$ cat config.mk
export PLATFORM = sky130hd
export DESIGN_NAME = bitmap_block_allocator_core
export DESIGN_NICKNAME = d
export VERILOG_FILES = /design/src/sv/bba_pkg.sv /design/src/sv/bba_datapath.sv /design/src/sv/bba_ctrl.sv /design/src/sv/bitmap_block_allocator_core.sv
export SDC_FILE = /design/constraint.sdc
export NUM_CORES = 1
export LEC_CHECK = 0
export BUFFER_PORTS_ARGS = -buffer_cell sky130_fd_sc_hd__buf_2
export CAP_MARGIN = 20
export CORE_ASPECT_RATIO = 0.8
export CORE_UTILIZATION = 57
export CTS_CLUSTER_SIZE = 30
export DETAILED_ROUTE_END_ITERATION = 8
export PLACE_DENSITY = 0.84
export SLEW_MARGIN = 30
export SYNTH_ARGS = -nofsm -noshare
export SYNTH_HDL_FRONTEND = slang
export SYNTH_SLANG_ARGS = --single-unit
$ cat constraint.sdc
create_clock -name clk -period 4.1 [get_ports clk]
set_clock_uncertainty 0.2 [all_clocks]
set_input_delay 0.205 -clock clk [delete_from_list [all_inputs] [get_ports clk]]
set_output_delay 0.205 -clock clk [all_outputs]
set_load 0.01 [all_outputs]
$ cat src/sv/bba_pkg.sv
package bba_pkg;

	localparam int DEF_WORDS     = 16;
	localparam int DEF_WORD_BITS = 32;

	localparam int BLK_W  = 10;
	localparam int IDX_W  = 9;
	localparam int STAT_W = 2;

	localparam logic CMD_ALLOC   = 1'b0;
	localparam logic CMD_RELEASE = 1'b1;

	localparam logic [STAT_W-1:0] STATUS_OK    = 2'd0;
	localparam logic [STAT_W-1:0] STATUS_FULL  = 2'd1;
	localparam logic [STAT_W-1:0] STATUS_RANGE = 2'd2;

	typedef struct packed {
		logic             cmd;
		logic [BLK_W-1:0] block_index;
	} req_t;

	typedef struct packed {
		logic [IDX_W-1:0]  granted_index;
		logic [STAT_W-1:0] status;
	} rsp_t;

	typedef struct packed {
		logic init_step;
		logic accept;
		logic scan;
		logic div;
		logic rd_quot;
		logic rel_wr;
		logic out_load;
	} dp_cmd_t;

	typedef struct packed {
		logic init_last;
		logic hit;
		logic chk_last;
		logic out_range;
		logic out_free;
	} dp_stat_t;

endpackage

$ cat src/sv/bba_datapath.sv
module bba_datapath #(
	parameter int WORDS     = bba_pkg::DEF_WORDS,
	parameter int WORD_BITS = bba_pkg::DEF_WORD_BITS
) (
	input  logic              clk,
	input  logic              arst_n,
	input  bba_pkg::dp_cmd_t  cmd,
	output bba_pkg::dp_stat_t stat,
	input  bba_pkg::req_t     req,
	output bba_pkg::rsp_t     rsp,
	output logic              rsp_valid,
	input  logic              rsp_ready
);

	localparam int AW    = (WORDS > 1) ? $clog2(WORDS) : 1;
	localparam int BW    = $clog2(WORD_BITS);
	localparam int SH    = bba_pkg::BLK_W + $clog2(WORD_BITS);
	localparam int RECIP = ((1 << SH) + WORD_BITS - 1) / WORD_BITS;
	localparam int RW    = $clog2(RECIP + 1);
	localparam int PW    = bba_pkg::BLK_W + RW;
	localparam int TW    = $clog2(WORDS * WORD_BITS + 1);
	localparam int CW    = (TW > bba_pkg::BLK_W) ? TW : bba_pkg::BLK_W;
	localparam logic [CW-1:0] TOTAL = CW'(WORDS * WORD_BITS);
	localparam logic [AW-1:0] LAST  = AW'(WORDS - 1);

	logic [WORD_BITS-1:0] mem [WORDS];
	logic [WORD_BITS-1:0] rdata_q;
	logic [WORD_BITS-1:0] wdata;
	logic [WORD_BITS-1:0] lowbit;
	logic [AW-1:0]        raddr;
	logic [AW-1:0]        waddr;
	logic [AW-1:0]        clr_q;
	logic [AW-1:0]        chk_q;
	logic [AW-1:0]        quot_q;
	logic                 rd_en;
	logic                 wr_en;
	logic [BW-1:0]        bitpos;
	logic [BW-1:0]        rem_q;
	logic [bba_pkg::IDX_W-1:0] base_q;
	logic [PW-1:0]        prod;
	logic [CW-1:0]        qwb;
	bba_pkg::req_t        req_q;
	bba_pkg::rsp_t        res_q;
	bba_pkg::rsp_t        rsp_q;
	logic                 rsp_valid_q;

	// The lowest free entry of the word under test is isolated by a two's complement mask.
	always_comb begin
		lowbit = rdata_q & (~rdata_q + WORD_BITS'(1));
		bitpos = '0;
		for (int i = 0; i < WORD_BITS; i++) begin
			if (lowbit[i]) begin
				bitpos = bitpos | BW'(i);
			end
		end
	end

	// Word number of a release index by multiplication with a reciprocal, exact for 10-bit indexes.
	assign prod = PW'(req_q.block_index) * PW'(RECIP);
	assign qwb  = CW'(quot_q) * CW'(WORD_BITS);

	assign stat.hit       = |rdata_q;
	assign stat.chk_last  = (chk_q == LAST);
	assign stat.init_last = (clr_q == LAST);
	assign stat.out_range = (CW'(req_q.block_index) >= TOTAL);
	assign stat.out_free  = !rsp_valid_q || rsp_ready;

	always_comb begin
		rd_en = 1'b0;
		raddr = '0;
		if (cmd.accept) begin
			rd_en = 1'b1;
			raddr = '0;
		end else if (cmd.scan) begin
			rd_en = !stat.chk_last;
			raddr = chk_q + AW'(1);
		end else if (cmd.rd_quot) begin
			rd_en = 1'b1;
			raddr = quot_q;
		end
	end

	always_comb begin
		wr_en = 1'b0;
		waddr = chk_q;
		wdata = rdata_q & ~lowbit;
		if (cmd.init_step) begin
			wr_en = 1'b1;
			waddr = clr_q;
			wdata = '1;
		end else if (cmd.scan) begin
			wr_en = stat.hit;
		end else if (cmd.rel_wr) begin
			wr_en = 1'b1;
			waddr = quot_q;
			wdata = rdata_q | (WORD_BITS'(1) << rem_q);
		end
	end

	always_ff @(posedge clk) begin
		if (wr_en) begin
			mem[waddr] <= wdata;
		end
		if (rd_en) begin
			rdata_q <= mem[raddr];
		end
	end

	always_ff @(posedge clk or negedge arst_n) begin
		if (!arst_n) begin
			clr_q       <= '0;
			rsp_valid_q <= 1'b0;
		end else begin
			if (cmd.init_step && !stat.init_last) begin
				clr_q <= clr_q + AW'(1);
			end
			if (cmd.out_load) begin
				rsp_valid_q <= 1'b1;
			end else if (rsp_ready) begin
				rsp_valid_q <= 1'b0;
			end
		end
	end

	always_ff @(posedge clk) begin
		if (cmd.accept) begin
			req_q  <= req;
			chk_q  <= '0;
			base_q <= '0;
		end
		if (cmd.scan) begin
			if (stat.hit) begin
				res_q.granted_index <= base_q + bba_pkg::IDX_W'(bitpos);
				res_q.status        <= bba_pkg::STATUS_OK;
			end else if (stat.chk_last) begin
				res_q.granted_index <= '0;
				res_q.status        <= bba_pkg::STATUS_FULL;
			end else begin
				chk_q  <= chk_q + AW'(1);
				base_q <= base_q + bba_pkg::IDX_W'(WORD_BITS);
			end
		end
		if (cmd.div) begin
			quot_q <= AW'(prod >> SH);
			if (stat.out_range) begin
				res_q.granted_index <= '0;
				res_q.status        <= bba_pkg::STATUS_RANGE;
			end
		end
		if (cmd.rd_quot) begin
			rem_q <= BW'(CW'(req_q.block_index) - qwb);
		end
		if (cmd.rel_wr) begin
			res_q.granted_index <= '0;
			res_q.status        <= bba_pkg::STATUS_OK;
		end
		if (cmd.out_load) begin
			rsp_q <= res_q;
		end
	end

	assign rsp       = rsp_q;
	assign rsp_valid = rsp_valid_q;

endmodule

$ cat src/sv/bba_ctrl.sv
module bba_ctrl (
	input  logic              clk,
	input  logic              arst_n,
	input  logic              req_valid,
	input  logic              req_cmd,
	output logic              req_ready,
	input  bba_pkg::dp_stat_t stat,
	output bba_pkg::dp_cmd_t  cmd
);

	typedef enum logic [2:0] {
		S_INIT,
		S_IDLE,
		S_SCAN,
		S_DIV,
		S_RDQ,
		S_WRQ,
		S_RESULT
	} state_t;

	state_t state_q;
	state_t state_d;

	always_comb begin
		state_d = state_q;
		cmd     = '0;
		case (state_q)
			S_INIT: begin
				cmd.init_step = 1'b1;
				if (stat.init_last) begin
					state_d = S_IDLE;
				end
			end
			S_IDLE: begin
				if (req_valid) begin
					cmd.accept = 1'b1;
					case (req_cmd)
						bba_pkg::CMD_ALLOC:   state_d = S_SCAN;
						bba_pkg::CMD_RELEASE: state_d = S_DIV;
						default:              state_d = S_SCAN;
					endcase
				end
			end
			S_SCAN: begin
				cmd.scan = 1'b1;
				if (stat.hit || stat.chk_last) begin
					state_d = S_RESULT;
				end
			end
			S_DIV: begin
				cmd.div = 1'b1;
				state_d = stat.out_range ? S_RESULT : S_RDQ;
			end
			S_RDQ: begin
				cmd.rd_quot = 1'b1;
				state_d     = S_WRQ;
			end
			S_WRQ: begin
				cmd.rel_wr = 1'b1;
				state_d    = S_RESULT;
			end
			S_RESULT: begin
				if (stat.out_free) begin
					cmd.out_load = 1'b1;
					state_d      = S_IDLE;
				end
			end
			default: begin
				state_d = S_IDLE;
			end
		endcase
	end

	always_ff @(posedge clk or negedge arst_n) begin
		if (!arst_n) begin
			state_q <= S_INIT;
		end else begin
			state_q <= state_d;
		end
	end

	assign req_ready = (state_q == S_IDLE);

endmodule

$ cat src/sv/bitmap_block_allocator_core.sv
// Allocate: the request is accepted, the map words are scanned in order (up to WORDS), then the
// result is returned; the scan reads one word per cycle and stops at a word with a free entry.
// Release: accept, reciprocal divide, then a read-modify-write of one map word, then the response;
// an out-of-range release skips the map access and goes straight from the divide to the response.
// One request is in progress at a time; a finished response waits in an output register.
// After reset the free map is filled with ones word by word; no request is taken until it is full.
module bitmap_block_allocator_core #(
	parameter int WORDS     = bba_pkg::DEF_WORDS,
	parameter int WORD_BITS = bba_pkg::DEF_WORD_BITS
) (
	input  logic          clk,
	input  logic          arst_n,
	input  logic          req_valid,
	output logic          req_ready,
	input  bba_pkg::req_t req,
	output logic          rsp_valid,
	input  logic          rsp_ready,
	output bba_pkg::rsp_t rsp
);

	bba_pkg::dp_cmd_t  cmd;
	bba_pkg::dp_stat_t stat;

	bba_ctrl u_ctrl (
		.clk       (clk),
		.arst_n    (arst_n),
		.req_valid (req_valid),
		.req_cmd   (req.cmd),
		.req_ready (req_ready),
		.stat      (stat),
		.cmd       (cmd)
	);

	bba_datapath #(
		.WORDS     (WORDS),
		.WORD_BITS (WORD_BITS)
	) u_datapath (
		.clk       (clk),
		.arst_n    (arst_n),
		.cmd       (cmd),
		.stat      (stat),
		.req       (req),
		.rsp       (rsp),
		.rsp_valid (rsp_valid),
		.rsp_ready (rsp_ready)
	);

endmodule
==> run_results.csv <==
group,metric,value,unit
die,die_w,236,µm
logic_synthesis,synth_edf_count,579,
setup_path,r2r_end,"u_datapath.res_q[8]",
detailed_routing,drtAntennaViolNets,0,
cells_and_area,insertedDiodeCount,0,
clocking,cts.reportedPaths.clkPinSlew,0.06,ns
global_route,grt_start_max_net_pins,108,
die,die_y,189,µm
logic_synthesis,synth_compound_area_share,12.9,%
timing,min_period,3.88,ns
logic_synthesis,synth_top_family_by_area,"compound AO/OA/AOI/OAI gates",
logic_synthesis,yosys_warnings,0,
detailed_routing,drt-pass1-iter-count,6,
logic_synthesis,synth_top_cell_by_area,"edfxtp_1",
global_route,antenna_found_initial,1,
setup_path,cp_slowest_cell,"or4_1",
detailed_routing,num_vias,17000,
timing,setup_violations,0,
pwr,p_total,23.3,mW
timing,min_period_over_period,94.7,%
cells_and_area,drive_gt1_share,11.2,%
global_route,grt_pass1_vias,16500,
setup_path,ff2ff_path_depth,13,
setup_path,crit_chain,"or4_1, nor3_1, nand3_1, a31oi_1, a221oi_1, o21ai_0, ha_1, a21o_1, a21oi_1, nor2b_1, o21ai_0, xnor2_1, a22o_1",
cells_and_area,area_growth,12.4,%
outcome,status,"completed",
placed_design,place_hpwl,38600,µm
timing,slew_viol_final,0,
timing,final.setup.worst_slack,0.219,ns
global_route,grt_pass1_wl,98000,µm
detailed_routing,initialDrtViolationCount,2359,
clocking,cts_setup_buffers,0,
logic_synthesis,yosysSeqAreaShare,71.9,%
detailed_routing,routed_wl,65100,µm
setup_path,worstPathRequired,4.37,ns
logic_synthesis,synthCells,1869,
die,row_count,68,
timing,max_freq,258,MHz
clocking,cts_tree,"done",
clocking,cts_root_buffer,"clkbuf_16",
placed_design,globalplace.congestion,0.957,
logic_synthesis,ys_ff_latch,606,
logic_synthesis,synth_mux_area_share,0.0450,%
die,die_area,0.0447,mm²
global_route,grt_use_total,29.0,%
clocking,clk_latency,0.60,ns
die,core_area,0.0432,mm²
detailed_routing,wl_per_cell,25.9,µm
cells_and_area,finalNetCount,1933,
pwr,powerDensity,829,mW/mm²
logic_synthesis,synth_fa_ha_area_share,0.480,%
worst_hold_path,hold-path-endpoint,"u_datapath.base_q[6]",
placed_design,portBuffers,27,
logic_synthesis,synth-simple-area-share,12.1,%
setup_path,cp_data_arrival_time,4.15,ns
timing,slew_headroom,33.4,%
die,initial_utilization,57.9,%
logic_synthesis,synth.avg_cell_area,13.4,µm²
setup_path,critical_path.max_stage_delay,0.69,ns
logic_synthesis,synth.most_common_cell,"edfxtp_1",
die,io_pins,28,
cells_and_area,final_util,65.0,%
setup_path,crit_type,"register to register",
detailed_routing,vias_per_cell,6.75,
clocking,htree_levels,2,
worst_hold_path,hold_depth,4,
placed_design,dp_slack,0.178,ns
logic_synthesis,synth_top_area_share,69.5,%
logic_synthesis,synth.distinct_cells,65,
logic_synthesis,async_flop_share,1.32,%
setup_path,endpoint_kind,"register",
pwr,leakage,9.54,nW
timing,worst_pin_slew,0.997,ns
logic_synthesis,netlist_area,0.0250,mm²
logic_synthesis,yosys_most_used_dff,"edfxtp_1",
worst_hold_path,holdCritStartpoint,"req_valid",
logic_synthesis,yosys-top-cells-area,"edfxtp_1, nand2_1, a211oi_1",
worst_hold_path,hold_path_class,"input pin to register",
clocking,cts_buffers,54,
detailed_routing,post-route-drc-count,0,
setup_path,cp_max_fo,7,
setup_path,crit_top_cell,"o21ai_0",
setup_path,r2r_start,"u_datapath.rdata_q[15]",
logic_synthesis,yosys-top-cells-count,"edfxtp_1, nand2_1, and3_1, a31oi_1, a211oi_1",
job,drv_cap,0,
setup_path,start_kind,"register",
setup_path,rrSetupSlack,0.22,ns
timing,rsz0062_at_grt,"no",
clocking,cts_max_path_buffers,3,
timing,hold_viol_final,0,
logic_synthesis,synthXorXnorAreaFrac,0.420,%
clocking,cts_sinks,606,
pwr,vdd_drop_max,0.490,mV
logic_synthesis,synth_nets,1893,
timing,whs,0.0979,ns
global_route,gr-total-overflow,0,
[per-layer routing]
| metal | track usage [%] | part of all wire, % |
|---|---|---|
| met1 | 41.4 | 40 |
| met2 | 45.7 | 47 |
| met3 | 4.87 | 11 |
| met4 | 10.0 | 3.1 |
| met5 | 0 | 0.020 |
[layout make-up]
| type | count | area (µm²) |
|---|---|---|
| sequential | 606 | 18000 |
| fill | 2926 | 15100 |
| multi-input combinational | 1118 | 6690 |
| clock buffer | 71 | 1420 |
| timing repair buffer | 120 | 1050 |
| tap | 560 | 701 |
| clock inverter | 27 | 244 |
| inverter | 9 | 33.8 |
[worst max-delay path by stage]
stage          slack [ns]                    to                   start  cells after the start
6_report             0.22   u_datapath.res_q[8]  u_datapath.rdata_q[15]                     13
5_1_grt              0.02   u_datapath.res_q[8]  u_datapath.rdata_q[15]                     13
4_1_cts              0.17   u_datapath.res_q[8]  u_datapath.rdata_q[10]                     14
3_5_place_dp         0.18   u_datapath.res_q[8]  u_datapath.rdata_q[10]                     14
3_3_place_gp         0.37   u_datapath.res_q[9]  u_datapath.rdata_q[10]                     12
2_1_floorplan       -0.40  u_datapath.mem[6][0]       u_ctrl.state_q[2]                      7
[metrics by stage]
| stage | instance area [µm²] | setup TNS [ns] | cells |
|---|---|---|---|
| floorplan | 25000 | -102.16 | 1869 |
| global placement | 26300 | 0 | 2397 |
| detailed placement | 26300 | 0 | 2398 |
| CTS | 28100 | 0 | 2511 |
| global route | 28100 | 0 | 2511 |
| finish | 28100 | 0 | 2511 |
[state kept, by name, summed over array words and instances (netlist names)]
| name | cells |
|---|---|
| u_datapath.mem | 512 |
| u_datapath.rdata_q | 32 |
| u_datapath.res_q | 11 |
| u_datapath.rsp | 11 |
| u_datapath.req_q | 10 |
| u_datapath.base_q | 9 |
| u_datapath.rem_q | 5 |
| u_datapath.chk_q | 4 |
| u_datapath.clr_q | 4 |
| u_datapath.quot_q | 4 |
| u_ctrl.state_q | 3 |
| u_datapath.rsp_valid | 1 |
[what timing repair did]
action                     4_1_cts  5_1_grt
hold buffers                    15        0
hold endpoints to repair        20        0
setup endpoints to repair        0        2
resized for setup                0        2
[placed cells by master, fill, tap and decap left out, drive strengths merged, types with 7 or more instances in the layout]
master,Yosys,final
a211oi,130,130
a21o,7,7
a21oi,28,28
a221o,8,8
a22o,10,10
a22oi,66,66
a31oi,138,138
and3,139,139
buf,8,105
clkbuf,128,71
clkinv,0,18
dfrtp,8,8
dfxtp,19,19
dlygate4sd3,0,15
edfxtp,579,579
ha,8,8
inv,9,12
nand2,327,327
nand2b,9,9
nand3,21,21
nor2,43,43
nor2b,11,11
nor3,40,40
o21ai,39,39
o22ai,7,7
or4,7,7
xnor2,7,7
[worst max-delay path: cells and delay by family, from the launching register on]
kind	cells	cell delay (ns)
AND/OR/NAND/NOR	4	1.40
XOR/XNOR	1	0.11
flip-flops	1	0.49
AO/OA/AOI/OAI	7	1.26
adder cells (fa/ha/maj)	1	0.32
[cell families (layout without fill, tap and decap cells)]
family	after synthesis	after routing
AND/OR/NAND/NOR	630	630
flip-flops	606	606
buffers and inverters	145	227
multiplexers	1	1
adder cells (fa/ha/maj)	9	9
AO/OA/AOI/OAI	466	466
XOR/XNOR	12	12
[power by group]
| part | total [mW] | switching, mW | internal [mW] | leakage (nW) |
|---|---|---|---|---|
| clock network | 4.84 | 2.21 | 2.63 | 0.801 |
| registers | 9.95 | 0.681 | 9.27 | 5.50 |
| logic | 8.51 | 6.08 | 2.43 | 3.24 |
No activity file was read; power rests on OpenSTA's default activity.
